## src/design/assert_macros.svh

```systemverilog
// ----------------------------------------------------------------------------
// Assertion macros
// Concurrent assertion wrappers used by haversine_distance_core.
// ----------------------------------------------------------------------------
`ifndef ASSERT_MACROS_SVH
`define ASSERT_MACROS_SVH
`ifndef ASSERT_OFF
// Check a property on every rising edge, skipped while reset is high
`define ASSERT_CLKD(lbl, clk, rst, prop) \
   lbl: assert property (@(posedge clk) disable iff (rst) prop) \
      else $error("assertion failed");
// Check a property on every rising edge, reset included
`define ASSERT_CLK(lbl, clk, prop) \
   lbl: assert property (@(posedge clk) prop) else $error("assertion failed");
`else
`define ASSERT_CLKD(lbl, clk, rst, prop)
`define ASSERT_CLK(lbl, clk, prop)
`endif
`endif

```

## src/design/hvd_pkg.sv

```systemverilog
// ----------------------------------------------------------------------------
// hvd_pkg
// Types and constants of the haversine distance datapath.
// ----------------------------------------------------------------------------
package hvd_pkg;

   typedef logic signed [31:0] trig_type;
   typedef logic signed [33:0] wide_type;

   localparam int CORDIC_STEPS = 30;
   localparam int SQRT_STEPS   = 31;

   localparam logic [30:0] Q30_ONE         = 31'h4000_0000;
   localparam logic [33:0] CORDIC_GAIN_Q30 = 34'd652032874;
   localparam logic [31:0] DEG7_TO_BAM_MUL = 32'd2562047788;
   localparam logic [33:0] RADIUS_PI_Q20   = 34'd13040946163;
   localparam logic [21:0] MAX_DISTANCE    = 22'd3183825;

   // Quadrant codes of the rotation CORDIC
   typedef enum logic [1:0] {
      QUAD_0 = 2'd0,
      QUAD_1 = 2'd1,
      QUAD_2 = 2'd2,
      QUAD_3 = 2'd3
   } quad_type;

   // Arctangent of 2^-i in binary angle units (2^32 per turn)
   localparam logic [31:0] ATAN_BAM [0:CORDIC_STEPS-1] = '{
      32'h20000000, 32'h12E4051E, 32'h09FB385B, 32'h051111D4, 32'h028B0D43,
      32'h0145D7E1, 32'h00A2F61E, 32'h00517C55, 32'h0028BE53, 32'h00145F2F,
      32'h000A2F98, 32'h000517CC, 32'h00028BE6, 32'h000145F3, 32'h0000A2FA,
      32'h0000517D, 32'h000028BE, 32'h0000145F, 32'h00000A30, 32'h00000518,
      32'h0000028C, 32'h00000146, 32'h000000A3, 32'h00000051, 32'h00000029,
      32'h00000014, 32'h0000000A, 32'h00000005, 32'h00000003, 32'h00000001
   };

endpackage

```

## src/design/hvd_isqrt.sv

```systemverilog
// ----------------------------------------------------------------------------
// hvd_isqrt
// Floor square root of value * 2^30, one root bit per stage.
// ----------------------------------------------------------------------------
module hvd_isqrt import hvd_pkg::*; (
   input  logic        clock,
   input  logic        en,
   input  logic [30:0] value,
   output logic [30:0] root
);

   logic [32:0] rem_ff  [0:SQRT_STEPS];
   logic [30:0] root_ff [0:SQRT_STEPS];
   logic [61:0] n_ff    [0:SQRT_STEPS];

   assign rem_ff[0]  = '0;
   assign root_ff[0] = '0;
   assign n_ff[0]    = {1'b0, value, 30'b0};

   for (genvar k = 0; k < SQRT_STEPS; k++) begin : g_step
      logic [34:0] r2_w, trial_w, diff_w;
      assign r2_w    = {rem_ff[k], n_ff[k][61:60]};
      assign trial_w = {2'b00, root_ff[k], 2'b01};
      assign diff_w  = r2_w - trial_w;

      // Subtract the trial when it fits and shift in the root bit
      always_ff @(posedge clock) begin
         if (en) begin
            if (r2_w >= trial_w) begin
               rem_ff[k+1]  <= diff_w[32:0];
               root_ff[k+1] <= {root_ff[k][29:0], 1'b1};
            end else begin
               rem_ff[k+1]  <= r2_w[32:0];
               root_ff[k+1] <= {root_ff[k][29:0], 1'b0};
            end
            n_ff[k+1] <= {n_ff[k][59:0], 2'b00};
         end
      end
   end

   assign root = root_ff[SQRT_STEPS];

endmodule

```

## config.mk

```make
export PLATFORM = sky130hd
export DESIGN_NAME = hvd_isqrt
export DESIGN_NICKNAME = d
export VERILOG_FILES = /design/src/design/assert_macros.svh /design/src/design/hvd_pkg.sv /design/src/design/hvd_isqrt.sv
export SDC_FILE = /design/constraint.sdc
export NUM_CORES = 2
export LEC_CHECK = 0
export CAP_MARGIN = 20
export CORE_MARGIN = 10
export CORE_UTILIZATION = 64
export CTS_CLUSTER_DIAMETER = 50
export DETAILED_ROUTE_END_ITERATION = 7
export DONT_BUFFER_PORTS = 1
export GPL_ROUTABILITY_DRIVEN = 0
export PLACE_DENSITY_LB_ADDON = 0.2
export SETUP_SLACK_MARGIN = 0.15
export SKIP_LAST_GASP = 1
export SYNTH_ARGS = -nofsm -noshare
export SYNTH_HDL_FRONTEND = slang
export SYNTH_SLANG_ARGS = --single-unit
export TNS_END_PERCENT = 30
```

## constraint.sdc

```tcl
create_clock -name clock -period 10.6 [get_ports clock]
set_input_delay 3.18 -clock clock [delete_from_list [all_inputs] [get_ports clock]]
set_output_delay 3.18 -clock clock [all_outputs]
set_load 0.01 [all_outputs]
```

Word-level counts from Yosys, hierarchy flattened

Index checks and enable logic that the tools add are counted.
W data, S select, Z words.

Add/subtract/negate cells: 30
Magnitude comparators: 31
Mux-type cells: 61

Operators with widths:

| operator         | number |
|---|---|
| $mux W33         | 29 |
| $ge A35 B10 Y1   | 1 |
| $ge A35 B11 Y1   | 1 |
| $ge A35 B12 Y1   | 1 |
| $ge A35 B13 Y1   | 1 |
| $ge A35 B14 Y1   | 1 |
| $ge A35 B15 Y1   | 1 |
| $ge A35 B16 Y1   | 1 |
| $ge A35 B17 Y1   | 1 |
| $ge A35 B18 Y1   | 1 |
| $ge A35 B19 Y1   | 1 |
| $ge A35 B20 Y1   | 1 |
| $ge A35 B21 Y1   | 1 |
| $ge A35 B22 Y1   | 1 |
| $ge A35 B23 Y1   | 1 |
| $ge A35 B24 Y1   | 1 |
| $ge A35 B25 Y1   | 1 |
| $ge A35 B26 Y1   | 1 |
| $ge A35 B27 Y1   | 1 |
| $ge A35 B28 Y1   | 1 |
| $ge A35 B29 Y1   | 1 |
| $ge A35 B3 Y1    | 1 |
| $ge A35 B30 Y1   | 1 |
| $ge A35 B31 Y1   | 1 |
| other kinds (39) | 70 |

Register bits after elaboration: 1695
Output and inout port bits: 31
Logic and storage cells: 213

Longest topological paths before layout

Depth after elaboration: 2
Gate-level depth with buffers: 13
Mapped depth without buffers: 12

Worst setup path after synthesis

OpenSTA, ideal clock, no wires.

Kind: reg-to-reg
Start: register rem_ff (netlist bit g_step[29].r2_w[2])
End: register rem_ff (netlist bit g_step[30].r2_w[32]) (data pin)
Library setup time: 260 ps
Arrival time: 3500 ps
Data required time: 10340 ps
Slack: 6840 ps
Cell stages (with the launch flop): 12
Path buffers: 0
Cells stage by stage: edfxtp_1 ha_1 fa_1 a211o_1 a2111o_1 a2111oi_1 o31ai_1 a221o_1 a21o_1 a21oi_1 xnor2_1 mux2_2

Longest elaborated chain between the ends: 2
Elaborated cells between the ends (all ways): 3
Those cells by class: 1 x add/sub; 1 x order compare; 1 x mux

RTL lines:

| element                                            | RTL line                         | text |
|---|---|---|
| from (decl)                                        | hvd_isqrt.sv:12                  | `logic [32:0] rem_ff [0:SQRT_STEPS];` |
| from (signal, indexed assignment)                  | hvd_isqrt.sv:30                  | `rem_ff[k+1] <= diff_w[32:0];` |
| from (signal, indexed assignment)                  | hvd_isqrt.sv:33                  | `rem_ff[k+1] <= r2_w[32:0];` |
| $sub A33 B31 Y33 or $ge A35 B31 Y1 (tied branches) | hvd_isqrt.sv:24, hvd_isqrt.sv:29 |  |
| $mux W33 (*)                                       | hvd_isqrt.sv:29                  | `if (r2_w >= trial_w) begin` |

Every way passes the cells marked *; elsewhere a longest branch is shown, timed or not.
A chain may end at the register's enable or synchronous reset.

Worst setup path after layout

Start: input en
End: register rem_ff (netlist bit g_step[29].r2_w[11]) (enable)

RTL lines:

| element     | RTL line       | text |
|---|---|---|
| from (decl) | hvd_isqrt.sv:7 | `input logic en,` |

No word-level cell between the ends.

==> results.md <==
* Yosys cell types at 91
* Max-Cap Viols at 0
* Starting DRT DRC Count at 4,424
* Flop pwr share at 45.9%
* Clock Pin Slew Worst Setup and Hold Paths at 0.06 ns
* Final-layout fill cell count at 9,062
* Layout cells sized above 1 at 5.90%
* Final setup fails at 0
* Req. time, crit path at 11.00 ns
* Largest net degree at the start of global routing at 315
* Residual DRC at 0
* CP Launch Type: primary input
* Antenna violations before repair at 1
* Switching pwr at 0.00593 W
* Share of the synthesized area in the top cell type at 57.7%
* Dominant synthesized flop cell: edfxtp_1
* Tot Pwr at 0.0198 W
* Final Max Slew Viols at 71
* Final period util at 57.4%
* Synth Warn # at 0
* Synth area leader: edfxtp_1
* Area after DPL at 87,600 um2
* Synthesized net count at 7,868
* Lkg Pwr at 36.2 nW
* Worst Setup EP: g_step[29].r2_w[11]
* Hold/Removal Path Class: reg2reg
* WL final at 175,000 um
* R2R Setup Slk at 6.16 ns
* Worst Setup End Kind: flip-flop
* Final hold violations at 0
* Vias at 55.9k
* Fin crit period at 6.09 ns
* CTS max path bufs at 3
* Violated checks: slew limit
* Die Ht at 385 um
* TNS Setup at 0 ns
* Vias in the first global route at 54.9k
* DR pass1 iterations at 6
* Post-synth EDFFs at 1,642
* CTS root buffer: clkbuf_16
* Grt ovf at 0
* Clk Latency, worst-skew pair at 0.80 ns
* H-tree levels at 4
* Register area at 49,300 um2
* Largest cells by area after synthesis: edfxtp_1, ha_1, xor2_1
* Clock skew at 0.0357 ns
* DR WL/cell at 18.8 um
* Post-CTS setup buffer count at 0
* Multi-input logic area at 33,400 um2
* Mapped Area at 85,500 um2
* Die width at 385 um
* RSZ-0062 raised after global routing: no
* Power Density at 211 nW/um2
* Final Net Count at 7,956
* Post-Syn Area per Cell at 11.7 um2
* CP Launch Point: en
* Worst Path Arrival at 6.49 ns
* Worst r2r dst: g_step[22].r2_w[12]
* Die Area at 149,000 um2
* Via/cell ratio at 5.99
* Global-route wire length before repair at 281,000 um
* Dpl cells at 8,989
* Cells after synthesis at 7,320
* Final Non-Filler Cells at 9,333
* IO buf count at 0
* Commonest non-fill, non-tap cell in the layout: edfxtp_1
* Ant. Diodes at 0
* Crit-path cells: buf_16 > buf_16 > buf_16 > buf_16
* Worst r2r path cells at 9
* Int Pwr at 0.0139 W
* Routed Antenna Nets at 0
* Worst Path Max Fanout at 253
* Critical path type: in2reg
* Final hold slack at 0.412 ns
* Combinational share of power at 22.3%
* # IOs at 64
* FFs w/ async S/R, synth at 0%
* Switching share of total power at 29.9%
* Status: complete, but fails checks
* Clock power frac at 31.8%
* RR Startpoint: g_step[21].r2_w[2]
* Critical Path Max Stage Delay at 0.66 ns
* Post-route cell area at 93,800 um2
* Most frequent cells in the layout: edfxtp_1, nand2_1, inv_1
* VDD IR max at 0.166 mV
* Core area at 133,000 um2
* Max stage delay cell, worst path: buf_16
* Num CTS Buffers at 181
* Highest clock rate at 164 MHz
* Hpwl dp at 125,000 um
* Yosys reg bits at 1,642
* Initial Utilization at 64.2%
* Clock Sinks at 1,642
* Hold-fix buffers, CTS at 0
* Layout area overhead at 9.72%
* Total track usage at 23.2%
* CTS resizes at 0
* Slew HR at -2.48%
* Seq/Total Area, Yosys at 57.7%
* Worst slew pin tran at 1.54 ns
* CTS tree: done
* Most common cell on crit path: buf_16
* Row count at 134
[cell type report]
cell class / count / share of cell area, %
Clock inverter: 130 / 1.54
Clock buffer: 210 / 4.95
Inverter: 638 / 2.55
Tap cell: 1768 / 2.36
Multi-Input combinational cell: 4911 / 35.6
Timing Repair Buffer: 34 / 0.430
Sequential cell: 1642 / 52.6
[synthesized netlist by cell type (all sizes together) (9+ instances only)]
cell type and instances:
edfxtp 1642, nand2 646, inv 636, ha 501, o21ai 490, nor2 440
a21oi 407, xor2 371, xnor2 344, nor3 190, a21o 174, nand3 132
clkbuf 121, nor4 113, nand2b 91, or3 78, o31ai 72, o21a 69
mux2 58, nand4 56, nor2b 56, or4 55, a211oi 50, o21bai 45
and2 42, o211ai 42, a31oi 41, and3 41, or2 26, a211o 21
a21boi 20, a2111oi 17, nand3b 17, nand4b 15, fa 14, a31o 13
mux2i 12, a311oi 10, nor4b 9
[through the flow]
step,setup slack [ns],util [%]
after floorplan,6.84,-
after global placement,4.01,65.8
after detailed placement,3.89,65.8
after CTS,4.76,70.4
after global routing,4.35,70.4
final,4.51,70.4
[registers in the layout (all words and copies together), names as in the netlist]
signal / count
g_step.r2_w: 936
g_step.trial_w: 465
n_ff: 210
root: 31
[kinds of logic after synthesis]
family                     Yosys count  share of synthesized area [%]
and+or+nand+nor                   2038                           11.6
xor gates and xnor gates           715                           7.34
other                                1                        0.00439
buffers and inverters              767                           3.38
adders and majority gates          515                           7.66
muxes                               70                          0.905
DFF                               1642                           57.7
AOI/OAI and AO/OA                 1572                           11.4
[routing by layer]
metal	routed length, um	vias up	GRT usage (%)
li1	-	27000	-
met1	69000	26800	27.8
met2	88800	1648	41.0
met3	8270	467	3.36
met4	8930	0	11.4
met5	0	-	0
[critical path: cells and delay by family]
kind                   cells  cell delay [ns]
buffers and inverters      4             2.39
[worst min path at each step]
| stage | end | startpoint | slack, ns | depth (start not counted) |
|---|---|---|---|---|
| after floorplan | g_step[10].r2_w[0] | n_ff[1422] | 0.40 | 0 |
| after global placement | n_ff[1416] | n_ff[1476] | 0.40 | 0 |
| after detailed placement | n_ff[1175] | n_ff[1235] | 0.40 | 0 |
| after CTS | n_ff[1593] | n_ff[1653] | 0.41 | 0 |
| after global routing | g_step[10].r2_w[1] | n_ff[1423] | 0.42 | 0 |
| final | g_step[10].r2_w[1] | n_ff[1423] | 0.41 | 0 |
[power groups by stage]
stage / Clock, W / Sequential, W / Combinational (W)
after detailed placement: 0 / 0.00921 / 0.00433
after global routing: 0.00668 / 0.00919 / 0.00491
after CTS: 0.00642 / 0.00910 / 0.00439
after floorplan: 0 / 0.00888 / 0.00331
final: 0.00630 / 0.00910 / 0.00441
after global placement: 0 / 0.00920 / 0.00419
Power figures use the tool's default switching activity.
